## src/rtl/erff_pkg.sv

```systemverilog
// ----------------------------------------------------------------------------
// Ethernet receive frame filter package
// Beat and verdict types, status and protocol codes, CRC-32 byte step.
// ----------------------------------------------------------------------------
package erff_pkg;

  localparam int unsigned MAX_FRAME_BYTES = 2048;
  localparam int unsigned CNT_W = $clog2(MAX_FRAME_BYTES + 1);
  localparam int unsigned LEN_W = 12;

  localparam int unsigned APB_AW = 5;
  localparam int unsigned APB_DW = 64;

  localparam logic [1:0] REG_OWN_MAC   = 2'd0;
  localparam logic [1:0] REG_ADDR_CHK  = 2'd1;
  localparam logic [1:0] REG_FCS_CHK   = 2'd2;

  localparam logic [2:0] STATUS_OK       = 3'd0;
  localparam logic [2:0] STATUS_RUNT     = 3'd1;
  localparam logic [2:0] STATUS_ADDR     = 3'd2;
  localparam logic [2:0] STATUS_BAD_FCS  = 3'd3;
  localparam logic [2:0] STATUS_ETYPE    = 3'd4;

  localparam logic [2:0] PROTO_IPV4      = 3'd0;
  localparam logic [2:0] PROTO_IPV6      = 3'd1;
  localparam logic [2:0] PROTO_ARP       = 3'd2;
  localparam logic [2:0] PROTO_PPPOE_DISC = 3'd3;
  localparam logic [2:0] PROTO_PPPOE_SESS = 3'd4;

  localparam logic [15:0] ETYPE_IPV4       = 16'h0800;
  localparam logic [15:0] ETYPE_IPV6       = 16'h86DD;
  localparam logic [15:0] ETYPE_ARP        = 16'h0806;
  localparam logic [15:0] ETYPE_PPPOE_DISC = 16'h8863;
  localparam logic [15:0] ETYPE_PPPOE_SESS = 16'h8864;

  localparam logic [31:0] CRC_POLY = 32'hEDB88320;
  localparam logic [31:0] CRC_INIT = 32'hFFFFFFFF;

  typedef struct packed {
    logic [7:0] frame_byte;
    logic       frame_end;
  } rx_beat_t;

  typedef struct packed {
    logic             accepted;
    logic [2:0]       status;
    logic [2:0]       protocol;
    logic [LEN_W-1:0] frame_length;
  } verdict_t;

  function automatic logic [31:0] crc32_byte(logic [31:0] crc, logic [7:0] b);
    logic [31:0] c;
    c = crc ^ {24'd0, b};
    for (int k = 0; k < 8; k++) begin
      c = c[0] ? ((c >> 1) ^ CRC_POLY) : (c >> 1);
    end
    return c;
  endfunction

endpackage

```

## src/rtl/ethernet_rx_frame_filter_top.sv

```systemverilog
// ----------------------------------------------------------------------------
// Ethernet receive frame filter
// Checks runt length, destination address, FCS and ethertype of a received
// frame, one byte per beat, and gives one verdict beat per frame.
// ----------------------------------------------------------------------------
//  channel | direction | handshake                        | payload
//  in      | input     | in_valid_i / in_stall_o          | in_i  (rx_beat_t)
//  out     | output    | out_valid_o / out_stall_i        | out_o (verdict_t)
//  config  | input     | psel/penable/pwrite/pready       | paddr, pwdata, prdata
//
//  One byte beat per cycle while no stalled verdict holds a final byte; the
//  bytewise CRC-32 step sets the path from the input register to the frame
//  state and verdict register. A verdict is registered from the final beat.
//  Reset clears config registers and valid flags to zero, frame state to idle.
//  A stalled verdict holds only final-byte beats; other bytes keep flowing.
// ----------------------------------------------------------------------------
module ethernet_rx_frame_filter_top (
  input  logic                            clk_i,
  input  logic                            rst_ni,
  input  logic                            in_valid_i,
  input  erff_pkg::rx_beat_t              in_i,
  output logic                            in_stall_o,
  output logic                            out_valid_o,
  output erff_pkg::verdict_t              out_o,
  input  logic                            out_stall_i,
  input  logic                            psel,
  input  logic                            penable,
  input  logic                            pwrite,
  input  logic [erff_pkg::APB_AW-1:0]     paddr,
  input  logic [erff_pkg::APB_DW-1:0]     pwdata,
  output logic [erff_pkg::APB_DW-1:0]     prdata,
  output logic                            pready
);
  import erff_pkg::*;

  logic [47:0] own_mac_q;
  logic        addr_chk_en_q;
  logic        fcs_chk_en_q;
  logic        cfg_wr;
  logic [1:0]  cfg_idx;

  logic        in_valid_q;
  rx_beat_t    in_q;
  logic        advance;
  logic        in_accept;

  logic [CNT_W-1:0] cnt_q, cnt_d;
  logic [31:0]      crc_q, crc_d;
  logic [31:0]      tail_q, tail_d;
  logic             own_match_q, own_match_d;
  logic             bcast_match_q, bcast_match_d;
  logic [15:0]      etype_q, etype_d;

  logic             out_valid_q;
  verdict_t         out_q, verdict_d;

  logic [7:0]       mac_byte;
  logic [CNT_W-1:0] len;
  logic [31:0]      fcs_rx;
  logic [2:0]       status;
  logic [2:0]       proto;
  logic             etype_known;

  // configuration port
  assign pready  = 1'b1;
  assign cfg_idx = paddr[APB_AW-1:3];
  assign cfg_wr  = psel && penable && pwrite && pready;

  always_comb begin
    case (cfg_idx)
      REG_OWN_MAC:  prdata = {16'd0, own_mac_q};
      REG_ADDR_CHK: prdata = {63'd0, addr_chk_en_q};
      REG_FCS_CHK:  prdata = {63'd0, fcs_chk_en_q};
      default:      prdata = '0;
    endcase
  end

  always_ff @(posedge clk_i or negedge rst_ni) begin
    if (!rst_ni) begin
      own_mac_q     <= '0;
      addr_chk_en_q <= 1'b0;
      fcs_chk_en_q  <= 1'b0;
    end else if (cfg_wr) begin
      case (cfg_idx)
        REG_OWN_MAC:  own_mac_q     <= pwdata[47:0];
        REG_ADDR_CHK: addr_chk_en_q <= pwdata[0];
        REG_FCS_CHK:  fcs_chk_en_q  <= pwdata[0];
        default:      ;
      endcase
    end
  end

  // input register; only a final byte needs room in the verdict register
  assign advance    = in_valid_q && (!in_q.frame_end || !out_valid_q || !out_stall_i);
  assign in_stall_o = in_valid_q && !advance;
  assign in_accept  = in_valid_i && !in_stall_o;

  always_ff @(posedge clk_i or negedge rst_ni) begin
    if (!rst_ni) begin
      in_valid_q <= 1'b0;
    end else if (in_accept) begin
      in_valid_q <= 1'b1;
    end else if (advance) begin
      in_valid_q <= 1'b0;
    end
  end

  always_ff @(posedge clk_i) begin
    if (in_accept) begin
      in_q <= in_i;
    end
  end

  // per-byte frame state update
  always_comb begin
    case (cnt_q[2:0])
      3'd0:    mac_byte = own_mac_q[47:40];
      3'd1:    mac_byte = own_mac_q[39:32];
      3'd2:    mac_byte = own_mac_q[31:24];
      3'd3:    mac_byte = own_mac_q[23:16];
      3'd4:    mac_byte = own_mac_q[15:8];
      3'd5:    mac_byte = own_mac_q[7:0];
      default: mac_byte = 8'd0;
    endcase
  end

  always_comb begin
    own_match_d   = own_match_q;
    bcast_match_d = bcast_match_q;
    etype_d       = etype_q;
    if (cnt_q < CNT_W'(6)) begin
      if (in_q.frame_byte != mac_byte) own_match_d = 1'b0;
      if (in_q.frame_byte != 8'hFF)    bcast_match_d = 1'b0;
    end
    if (cnt_q == CNT_W'(12)) etype_d[15:8] = in_q.frame_byte;
    if (cnt_q == CNT_W'(13)) etype_d[7:0]  = in_q.frame_byte;
    crc_d  = (cnt_q >= CNT_W'(4)) ? crc32_byte(crc_q, tail_q[31:24]) : crc_q;
    tail_d = {tail_q[23:0], in_q.frame_byte};
    cnt_d  = (cnt_q < CNT_W'(MAX_FRAME_BYTES)) ? cnt_q + CNT_W'(1) : cnt_q;
  end

  // verdict on the final byte
  assign fcs_rx = {tail_d[7:0], tail_d[15:8], tail_d[23:16], tail_d[31:24]};

  always_comb begin
    etype_known = 1'b1;
    proto       = PROTO_IPV4;
    case (etype_d)
      ETYPE_IPV4:       proto = PROTO_IPV4;
      ETYPE_IPV6:       proto = PROTO_IPV6;
      ETYPE_ARP:        proto = PROTO_ARP;
      ETYPE_PPPOE_DISC: proto = PROTO_PPPOE_DISC;
      ETYPE_PPPOE_SESS: proto = PROTO_PPPOE_SESS;
      default:          etype_known = 1'b0;
    endcase
  end

  always_comb begin
    len    = cnt_d;
    status = STATUS_OK;
    if (cnt_d < CNT_W'(14)) begin
      status = STATUS_RUNT;
    end else if (addr_chk_en_q && !own_match_d && !bcast_match_d) begin
      status = STATUS_ADDR;
    end else begin
      if (fcs_chk_en_q && cnt_d > CNT_W'(18)) begin
        len = cnt_d - CNT_W'(4);
        if (~crc_d != fcs_rx) status = STATUS_BAD_FCS;
      end
      if (status == STATUS_OK && !etype_known) status = STATUS_ETYPE;
    end
    verdict_d.accepted     = (status == STATUS_OK);
    verdict_d.status       = status;
    verdict_d.protocol     = (status == STATUS_OK) ? proto : PROTO_IPV4;
    verdict_d.frame_length = LEN_W'(len);
  end

  always_ff @(posedge clk_i or negedge rst_ni) begin
    if (!rst_ni) begin
      cnt_q         <= '0;
      crc_q         <= CRC_INIT;
      tail_q        <= '0;
      own_match_q   <= 1'b1;
      bcast_match_q <= 1'b1;
      etype_q       <= '0;
    end else if (advance) begin
      if (in_q.frame_end) begin
        cnt_q         <= '0;
        crc_q         <= CRC_INIT;
        tail_q        <= '0;
        own_match_q   <= 1'b1;
        bcast_match_q <= 1'b1;
        etype_q       <= '0;
      end else begin
        cnt_q         <= cnt_d;
        crc_q         <= crc_d;
        tail_q        <= tail_d;
        own_match_q   <= own_match_d;
        bcast_match_q <= bcast_match_d;
        etype_q       <= etype_d;
      end
    end
  end

  // verdict register
  always_ff @(posedge clk_i or negedge rst_ni) begin
    if (!rst_ni) begin
      out_valid_q <= 1'b0;
    end else if (advance && in_q.frame_end) begin
      out_valid_q <= 1'b1;
    end else if (!out_stall_i) begin
      out_valid_q <= 1'b0;
    end
  end

  always_ff @(posedge clk_i) begin
    if (advance && in_q.frame_end) begin
      out_q <= verdict_d;
    end
  end

  assign out_valid_o = out_valid_q;
  assign out_o       = out_q;

  assert property (@(posedge clk_i) disable iff (!rst_ni)
    out_valid_o |-> (out_o.accepted == (out_o.status == STATUS_OK)))
    else $error("accepted flag disagrees with status");

  assert property (@(posedge clk_i) disable iff (!rst_ni)
    out_valid_o && !out_o.accepted |-> out_o.protocol == PROTO_IPV4)
    else $error("rejected frame carries a protocol");

  assert property (@(posedge clk_i) disable iff (!rst_ni)
    cnt_q <= CNT_W'(MAX_FRAME_BYTES))
    else $error("byte count beyond saturation limit");

  assert property (@(posedge clk_i) disable iff (!rst_ni)
    advance && in_q.frame_end |=> cnt_q == '0 && crc_q == CRC_INIT && out_valid_q)
    else $error("frame state not cleared after final byte");

  assert property (@(posedge clk_i) disable iff (!rst_ni)
    in_stall_o |-> in_valid_q && in_q.frame_end && out_valid_q)
    else $error("input stalled without a pending verdict");

endmodule

```

## config.mk

```make
export PLATFORM = sky130hd
export DESIGN_NAME = ethernet_rx_frame_filter_top
export DESIGN_NICKNAME = d
export VERILOG_FILES = /design/src/rtl/erff_pkg.sv /design/src/rtl/ethernet_rx_frame_filter_top.sv
export SDC_FILE = /design/constraint.sdc
export NUM_CORES = 1
export LEC_CHECK = 0
export BUFFER_PORTS_ARGS = -buffer_cell sky130_fd_sc_hd__buf_2
export CORE_MARGIN = 5
export CORE_UTILIZATION = 52
export CTS_CLUSTER_SIZE = 25
export DETAILED_ROUTE_END_ITERATION = 8
export PLACE_DENSITY = 0.84
export SETUP_SLACK_MARGIN = 0.15
export SLEW_MARGIN = 20
export SYNTH_ARGS = -nofsm -noshare
export SYNTH_HDL_FRONTEND = slang
export SYNTH_SLANG_ARGS = --single-unit
```

## constraint.sdc

```tcl
create_clock -name clk_i -period 3.45 [get_ports clk_i]
set_clock_uncertainty 0.15 [all_clocks]
set_input_delay 0.1725 -clock clk_i [delete_from_list [all_inputs] [get_ports clk_i]]
set_output_delay 0.1725 -clock clk_i [all_outputs]
set_load 0.005 [all_outputs]
```

* After elaboration in Yosys (flattened, before gate mapping)
Index checks and enable logic that the tools add are counted.
** Storage, ports and cells
- Input bits :: 85
- Register bits :: 174
- Output and inout port bits :: 86
- Logic and storage cells :: 121
** Cells by class
- Reduce and logical (&&, ||, !) cells :: 29
- Magnitude comparators :: 5
- $add $sub $neg :: 2
- Mux-type cells :: 40
- Bitwise operators :: 10
- Equal/unequal tests :: 18
** Operators by type and width (count)
- $mux 32 :: 11
- $pmux 48 s3 :: 1
- $not 13->14 :: 8
- $mux 12 :: 5
- $eq 16x16->1 const B :: 3
- $pmux 8 s6 :: 1
- $eq 16x12->1 const B :: 2
- $ne 32x32->1 :: 1
- $not 32->32 :: 1
- $xor 32x8->32 :: 1
- $eq 12x4->1 const B :: 2
- $mux 16 :: 1
- $mux 8 :: 2
- $mux 3 :: 5
- $add 12x1->12 const B :: 1
- $ge 12x3->1 const B :: 1
- $gt 12x5->1 const B :: 1
- $lt 12x12->1 const B :: 1
- $lt 12x3->1 const B :: 1
- $lt 12x4->1 const B :: 1
- $pmux 3 s4 :: 1
- $sub 12x3->12 const B :: 1
- $mux 1 :: 11
- $logic_and 1x1->1 :: 10
- 16 further kinds :: 31

* Logic depth before layout (Yosys ltp)
Gate-level depths: netlist of run 1.
- Word-level depth :: 30
- Gate-level depth with buffers :: 15

* Least setup slack after synthesis of run 1
No wires, ideal clock.
- Path kind :: register to register
- Start :: register cnt_q[6]
- End :: register out_q (netlist bit out_o[12]), data pin
- Period minus slack after synthesis :: 3639 ps
- Data arrival time :: 3329 ps
- Setup slack :: -189 ps
- Stages on the path, launching flop included :: 11
- Path buffers :: 2
- Setup time :: 160 ps
- Cell sequence :: dfrtp_1 -> clkbuf_1 -> or4_1 -> nor3_1 -> clkbuf_1 -> nand4_1 -> a221o_1 -> or4_1 -> or4_4 -> o21ai_4 -> nor3b_1
** On the way
- Word-level cells in the longest chain between the ends :: 14
** RTL lines
- start, declared :: line ethernet_rx_frame_filter_top.sv:47 : logic [CNT_W-1:0] cnt_q, cnt_d;
- start signal, assigned :: line ethernet_rx_frame_filter_top.sv:195 : cnt_q <= cnt_d;
- branches (longest 14 deep; another with $add 12x1->12)
- end signal, assigned :: line ethernet_rx_frame_filter_top.sv:218 : out_q <= verdict_d;
- end, declared :: line ethernet_rx_frame_filter_top.sv:55 : verdict_t out_q, verdict_d;
Several ways; the timed one is not identified. The select of a mux whose other input is x is not followed.
A chain may end at the register's enable or synchronous reset.

* Final worst setup path of run 1
- Start :: register crc_q[0]
- End :: register out_q (netlist bit out_o[17]), data pin
** On the way
- Word-level cells in the longest chain between the ends :: 26
** RTL lines
- start, declared :: line ethernet_rx_frame_filter_top.sv:48 : logic [31:0] crc_q, crc_d;
- start signal, assigned :: line ethernet_rx_frame_filter_top.sv:196 : crc_q <= crc_d;
- $xor 32x8->32 :: line erff_pkg.sv:53 : c = crc ^ {24'd0, b};
- $mux 32 :: line erff_pkg.sv:55 : c = c[0] ? ((c >> 1) ^ CRC_POLY) : (c >> 1);
- $mux 32 / $not 13->14 (equally long branches)
- $not 13->14 (no source line) / $mux 32 (equally long branches)
- $mux 32 / $not 13->14 (equally long branches)
- $not 13->14 (no source line) / $mux 32 (equally long branches)
- $mux 32 :: line erff_pkg.sv:55
- $mux 32 / $not 13->14 (equally long branches)
- (+11 left out)
- $mux 3 (*) :: line ethernet_rx_frame_filter_top.sv:163 : end else if (addr_chk_en_q && !own_match_d && !bcast_match_d) begin
- $mux 3 (*) :: line ethernet_rx_frame_filter_top.sv:161 : if (cnt_d < CNT_W'(14)) begin
- $logic_not 3->1 (*) :: line ethernet_rx_frame_filter_top.sv:170 : if (status == STATUS_OK && !etype_known) status = STATUS_ETYPE;
- $logic_and 1x1->1 (*) :: line ethernet_rx_frame_filter_top.sv:170
- $mux 3 (*) :: line ethernet_rx_frame_filter_top.sv:170
- $mux 3 (*) :: line ethernet_rx_frame_filter_top.sv:163
- $mux 3 (*) :: line ethernet_rx_frame_filter_top.sv:161
- via status[2] :: line ethernet_rx_frame_filter_top.sv:60 : logic [2:0] status;
Mark *: on every way through the listed nets, which the timed path passes. The rest lies on a longest branch. The select of a mux whose other input is x is not followed.

==> results of run 1 <==
## metal layers
layer / global-route usage / vias to the layer above
met1: 0.407 / 4928
met2: 0.485 / 774
li1: - / 4411
met5: 0 / -
met4: 0.144 / 0
met3: 0.0577 / 207
## cells in the final DEF (no fill, tap or decap), types with 23 or more instances in the layout
master | Yosys | routed
sky130_fd_sc_hd__dfrtp_1 | 112 | 108
sky130_fd_sc_hd__buf_4 | 17 | 142
sky130_fd_sc_hd__mux2_2 | 59 | 58
sky130_fd_sc_hd__edfxtp_1 | 28 | 28
sky130_fd_sc_hd__xnor2_1 | 73 | 67
sky130_fd_sc_hd__xor2_1 | 25 | 23
sky130_fd_sc_hd__and2_1 | 52 | 52
sky130_fd_sc_hd__nand3b_1 | 32 | 32
sky130_fd_sc_hd__nand2_1 | 107 | 107
sky130_fd_sc_hd__buf_2 | 4 | 133
sky130_fd_sc_hd__dlygate4sd3_1 | 0 | 61
sky130_fd_sc_hd__nor2_1 | 56 | 52
sky130_fd_sc_hd__dfstp_2 | 34 | 34
sky130_fd_sc_hd__a21oi_1 | 51 | 49
sky130_fd_sc_hd__o21ai_0 | 41 | 41
## repair_timing
action,in CTS,in global routing
hold buffers,61,0
endpoints found under the hold margin,128,0
setup buffers,4,7
resized for setup,22,39
endpoints found under the setup margin,14,15
pin swaps,7,8
## registers in the layout, indices dropped and copies added (netlist names)
register / cells
own_mac_q: 48
crc_q: 32
tail_q: 32
out_o: 19
etype_q: 16
cnt_q: 12
fcs_rx: 8
addr_chk_en_q: 1
bcast_match_q: 1
fcs_chk_en_q: 1
in_q: 1
in_valid_q: 1
out_valid_o: 1
own_match_q: 1
## stage by stage
step | hold slack (ps) | setup TNS (ps) | utilization | instances | cell area, um2
final | 36.6 | -1070 | 0.688 | 1661 | 14400
after CTS | 17.2 | -889 | 0.678 | 1654 | 14200
after global placement | 146 | -1080 | 0.613 | 1557 | 12800
after detailed placement | 152 | -1650 | 0.613 | 1557 | 12800
after global routing | 45.5 | -1720 | 0.688 | 1661 | 14400
after floorplan | -273 | -424 | - | 1096 | 11100
## synthesized netlist by cell type (all sizes together), types with 16 or more instances
| cell | number |
|---|---|
| a21oi | 51 |
| a22o | 16 |
| and2 | 54 |
| buf | 28 |
| clkbuf | 58 |
| dfrtp | 112 |
| dfstp | 34 |
| edfxtp | 28 |
| inv | 24 |
| mux2 | 59 |
| nand2 | 107 |
| nand3 | 17 |
| nand3b | 32 |
| nor2 | 56 |
| nor3 | 24 |
| o21ai | 45 |
| xnor2 | 78 |
| xnor3 | 26 |
| xor2 | 27 |
## tightest hold or removal path: stages
cell	delay, ps
sky130_fd_sc_hd__buf_2	150
sky130_fd_sc_hd__nor3b_1	70
sky130_fd_sc_hd__mux2_2	210
## where the power goes
group | internal [mW] | switching (mW)
Combinational | 2.54 | 2.34
Clock | 0.989 | 0.997
Sequential | 2.48 | 0.394
## cell families (layout without fill, tap and decap cells)
group,after synthesis,after routing,share of synthesized area
multiplexers,73,73,0.0730
AO/OA/AOI/OAI,202,202,0.125
buffers and inverters,110,400,0.0437
flip-flops,174,174,0.412
AND/OR/NAND/NOR,375,375,0.180
adder cells (fa/ha/maj),9,9,0.0102
other,2,17,0.000682
XOR/XNOR,136,136,0.155
## how the worst max path moves through the flow
stage	cells past startpoint	start	end
floorplan	9	crc_q[4]	out_o[15]
global placement	10	cnt_q[6]	out_o[14]
detailed placement	10	cnt_q[6]	out_o[17]
CTS	9	crc_q[0]	out_o[17]
global route	9	crc_q[0]	out_o[17]
finish	9	crc_q[0]	out_o[17]
## cell type report
class | instances | share of cell area
clock inverters | 15 | 0.0126
repair buffers | 344 | 0.170
well taps | 275 | 0.0239
flip-flops and latches | 174 | 0.315
inverters | 24 | 0.00624
clock buffers | 17 | 0.0295
multi-input cells | 812 | 0.443
==> flow_summary.json, run 1 <==
{
  "status": "finished with violations",
  "violated_checks": "negative setup slack",
  "post-place-ws_ps": -257,
  "synth.distinct_cells": 78,
  "cp_endpoint_kind": "flip-flop",
  "core_region_area_um2": 21000,
  "synth_enable_flop_cells": 28,
  "min-delay-start": "paddr[4]",
  "min_delay_worst_endpoint": "addr_chk_en_q",
  "wl_per_cell_um": 22.9,
  "detail_route.wirelength_mm": 38.1,
  "synth_sequential_area_ratio": 0.412,
  "route.met2.wl_mm": 17.6,
  "postSynthAreaPerCell_um2": 10.2,
  "finalPower_mw": 9.75,
  "dr.pass1.iters": 6,
  "cap_viol_max_count": 0,
  "clk_tree_root_cell": "sky130_fd_sc_hd__clkbuf_16",
  "track_usage": 0.305,
  "antenna_cells": 0,
  "fmax_ghz": 0.275,
  "largest_stage_delay_on_the_critical_path_ps": 580,
  "port-buffer-count": 134,
  "timing.final.setup_violations": 7,
  "timing.critical_path.cells": "xor2_4 -> xnor3_2 -> a32o_2 -> or3_1 -> a221o_1 -> or4_4 -> or4_4 -> o21ai_4 -> nor3b_2",
  "synth_largest_type_area_fraction": 0.254,
  "leakagePower_nw": 6.55,
  "reg2reg_depth": 9,
  "global_route_wire_length_before_repair_mm": 58.0,
  "worst_setup_path_start_kind": "flip-flop",
  "mappedNetlistArea_um2": 11000,
  "post-route-period-util": 1.06,
  "dieArea_um2": 24200,
  "reg2reg_from": "crc_q[0]",
  "viasPerCell": 6.21,
  "regToRegEndpoint": "out_o[17]",
  "crit_fanout": 6,
  "timing_worst_setup_path_type": "flip-flop to flip-flop",
  "yosys_warnings": 0,
  "crit_slowest_cell": "sky130_fd_sc_hd__dfstp_2",
  "synthesis.instances": 1081,
  "antenna_found_initial": 0,
  "cts_buffers": 17,
  "critical_path_arrival_ps": 3770,
  "worst_hold_path_type": "input port to flip-flop",
  "multiInputGateArea_um2": 6380,
  "grt_overflow": 0,
  "timing.reg2reg.setup_slack_ps": -190,
  "grt_setup_unrepaired": "yes",
  "critical-path-top-cell-by-count": "sky130_fd_sc_hd__or4_4",
  "crit_family": "simple AND/OR/NAND/NOR gates",
  "antenna_violating_nets_post_route": 0,
  "tritoncts_clock_tree": "done",
  "hold_viol_final": 0,
  "clock_path_buffers": 2,
  "p_per_area_nw_per_um2": 676,
  "slew_headroom": 0.421,
  "worst_slew_pin_slew_ps": 868,
  "vdd.ir_drop.worst_v": 0.000452,
  "via_count": 10320,
  "postSynthRegisterBits": 174,
  "grt_pass1_vias": 10243,
  "die-width_um": 156,
  "die_span_y_um": 156,
  "grt_start_max_net_pins": 86,
  "clock_tree.htree_level_count": 4,
  "cp_num_buf_inv": 0,
  "num-nets-final": 1467,
  "synth_top_cells_by_area": "sky130_fd_sc_hd__dfrtp_1, sky130_fd_sc_hd__dfstp_2, sky130_fd_sc_hd__edfxtp_1",
  "area_occupied_by_registers_um2": 4540,
  "cell_depth_of_the_worst_min_delay_path": 3,
  "drc_violation_count_after_routing": 0,
  "nFillCells": 1469,
  "final_period_minus_worst_setup_slack_ps": 3640,
  "dp.final_hpwl_mm": 23.8,
  "top_layer_used": "met4",
  "wirelength_met1_mm": 14.4,
  "std_cell_rows": 53,
  "num_io_pins": 171,
  "drive_gt1_frac": 0.346,
  "yosys_most_used_dff": "sky130_fd_sc_hd__dfrtp_1",
  "tritoncts_num_sinks": 174,
  "drt_iter0_drc": 1345,
  "pins_over_slew_limit": 0,
  "synth-async-reset-ratio": 0.839,
  "syn_to_final_growth_pct": 30.9,
  "clk_pin_slew_worst_paths_ps": 90,
  "worst_ep_required_ps": 3580,
  "worst_slack_ps": -190,
  "yosys.area.top_type": "sky130_fd_sc_hd__dfrtp_1",
  "wl_met3_mm": 3.77,
  "clock_insertion_delay_worst_skew_ps": 440,
  "finalWeightedCongestion": 0.967,
  "initial_core_utilization": 0.526
}
No activity file was read; power rests on OpenSTA's default activity.
==> inputs of run 2 (changes only) <==
--- a/config.mk
+++ b/config.mk
@@ -12,6 +12,7 @@
 export DETAILED_ROUTE_END_ITERATION = 8
 export PLACE_DENSITY = 0.84
 export SETUP_SLACK_MARGIN = 0.15
+export SKIP_CTS_REPAIR_TIMING = 1
 export SLEW_MARGIN = 20
 export SYNTH_ARGS = -nofsm -noshare
 export SYNTH_HDL_FRONTEND = slang
==> run 2 against run 1 <==
Compared with the run above: the run still ends with negative setup slack left; sequential cell count is the same; design area is essentially flat; cell count is essentially flat; utilization shrank 0.054 points; die area is the same; hold slack lost 4.8 ps; critical endpoint unchanged; largest power group unchanged.
==> flow_summary.json, run 2 (synthesis gave the netlist of run 1 again) <==
{
  "power.clock.fraction": 0.203,
  "clock_path_buffers": 2,
  "worst_setup_path_start_kind": "flip-flop",
  "antenna_found_initial": 3,
  "hold-worst-slack_ps": 31.8,
  "reg_top3": "own_mac_q x48, crc_q x32, tail_q x32",
  "die_span_y_um": 156,
  "dieArea_um2": 24200,
  "grt_start_max_net_pins": 86,
  "tritoncts_num_sinks": 174,
  "worst_slack_ps": -173,
  "worst_ep_required_ps": 3580,
  "critical_path_arrival_ps": 3760,
  "seqPwrFrac": 0.295,
  "most_common_cell_after_layout_fill_and_taps_aside": "sky130_fd_sc_hd__buf_4",
  "grt_overflow": 0,
  "cap_viol_max_count": 0,
  "clock_insertion_delay_worst_skew_ps": 450,
  "clock_tree.htree_level_count": 4,
  "dr.pass1.iters": 6,
  "min_delay_worst_endpoint": "addr_chk_en_q",
  "post-route-period-util": 1.05,
  "cp_endpoint_kind": "flip-flop",
  "worst_slew_pin_slew_ps": 846,
  "reg2reg_from": "crc_q[4]",
  "largest_register": "own_mac_q",
  "detail_route.wirelength_mm": 37.4,
  "crit_fanout": 6,
  "min-delay-start": "paddr[4]",
  "syn_to_final_growth_pct": 30.8,
  "finalPower_mw": 9.70,
  "tritoncts_clock_tree": "done",
  "cell_internal_pwr_mw": 6.01,
  "drc_violation_count_after_routing": 0,
  "leakagePower_nw": 6.54,
  "switching_share": 0.381,
  "grt_setup_unrepaired": "yes",
  "grt_pass1_vias": 9409,
  "final_cell_mix": "sky130_fd_sc_hd__buf_4, sky130_fd_sc_hd__buf_2, sky130_fd_sc_hd__dfrtp_1",
  "timing.final.setup_violations": 7,
  "placed_area_um2": 12800,
  "global_route_wire_length_before_repair_mm": 51.6,
  "finalWeightedCongestion": 0.967,
  "comb_power_share": 0.502,
  "vdd.ir_drop.worst_v": 0.000430,
  "stdcell_area_um2": 14400,
  "cell_depth_of_the_worst_min_delay_path": 3,
  "fmax_ghz": 0.276,
  "num-nets-final": 1466,
  "slew_headroom": 0.436,
  "largest_register_ff_count": 48,
  "wl_per_cell_um": 22.5,
  "hold_viol_final": 0,
  "timing_worst_setup_path_type": "flip-flop to flip-flop",
  "initial_core_utilization": 0.526,
  "via_count": 10242,
  "viasPerCell": 6.16,
  "status": "finished with violations",
  "clk_tree_root_cell": "sky130_fd_sc_hd__clkbuf_16",
  "violated_checks": "negative setup slack",
  "final_period_minus_worst_setup_slack_ps": 3620,
  "regToRegEndpoint": "out_o[17]",
  "dp.final_hpwl_mm": 23.8,
  "track_usage": 0.269,
  "antenna_violating_nets_post_route": 0,
  "die-width_um": 156,
  "cts_buffers": 17,
  "tns_ps": -1020,
  "port-buffer-count": 134,
  "drive_gt1_frac": 0.344,
  "num_io_pins": 171,
  "timing.reg2reg.setup_slack_ps": -170,
  "drt_iter0_drc": 1508,
  "pins_over_slew_limit": 0,
  "worst_hold_path_type": "input port to flip-flop",
  "post-place-ws_ps": -257,
  "p_per_area_nw_per_um2": 673,
  "std_cell_rows": 53,
  "core_region_area_um2": 21000,
  "p_sw_mw": 3.70,
  "clk_pin_slew_worst_paths_ps": 80,
  "reg2reg_depth": 9
}
==> run 2: cell types whose count changed in the layout (fill, tap and decap cells not counted), sizes merged <==
cell    previous run  this run
diode              0         2
clkbuf            17        18
buf              283       281
==> run 2: power groups by stage <==
stage	Clock (mW)	Sequential, mW	Combinational, mW
final	1.97	2.86	4.87
after global routing	2.07	2.89	5.16
after CTS	1.98	2.82	4.56
after detailed placement	0	2.86	4.50
after global placement	0	2.84	4.41
after floorplan	0	2.74	2.89
==> run 2: layer usage <==
layer	GRT usage	wire length, um	share of wire	vias to the layer above
li1	-	-	-	4423
met1	0.382	14400	0.38	4911
met2	0.423	17700	0.47	735
met3	0.0505	3540	0.095	173
met4	0.0830	1740	0.047	0
met5	0	0	0	-
==> run 2: how the worst max path moves through the flow <==
stage / from / end / slack [ps] / cells past startpoint
floorplan: crc_q[4] / out_o[15] / -80 / 9
global route: crc_q[4] / out_o[17] / -270 / 9
detailed placement: cnt_q[6] / out_o[17] / -260 / 10
CTS: cnt_q[6] / out_o[17] / -350 / 10
finish: crc_q[4] / out_o[17] / -170 / 9
global placement: cnt_q[6] / out_o[14] / -170 / 10
==> run 2: area by class of cell <==
type,count,area (um2)
Timing Repair Buffer,343,2440
Sequential cell,174,4540
Clock buffer,17,425
Inverter,24,90.1
Fill cell,1477,6540
Antenna cell,2,5.00
Multi-Input combinational cell,812,6390
Tap cell,275,344
Clock inverter,15,181
==> run 2: through the flow <==
step	instances	utilization
floorplan	1096	-
detailed placement	1557	0.613
global placement	1557	0.613
global route	1662	0.688
CTS	1589	0.642
finish	1662	0.688
==> run 2: worst max-delay path, stage by stage, from the launching register on <==
cell and delay [ps]:
sky130_fd_sc_hd__dfstp_2 580, sky130_fd_sc_hd__xnor2_4 140, sky130_fd_sc_hd__xnor3_2 480, sky130_fd_sc_hd__a32o_2 240, sky130_fd_sc_hd__or3_1 300, sky130_fd_sc_hd__a221o_1 290
sky130_fd_sc_hd__or4_4 420, sky130_fd_sc_hd__or4_4 460, sky130_fd_sc_hd__o21ai_4 210, sky130_fd_sc_hd__nor3b_2 200
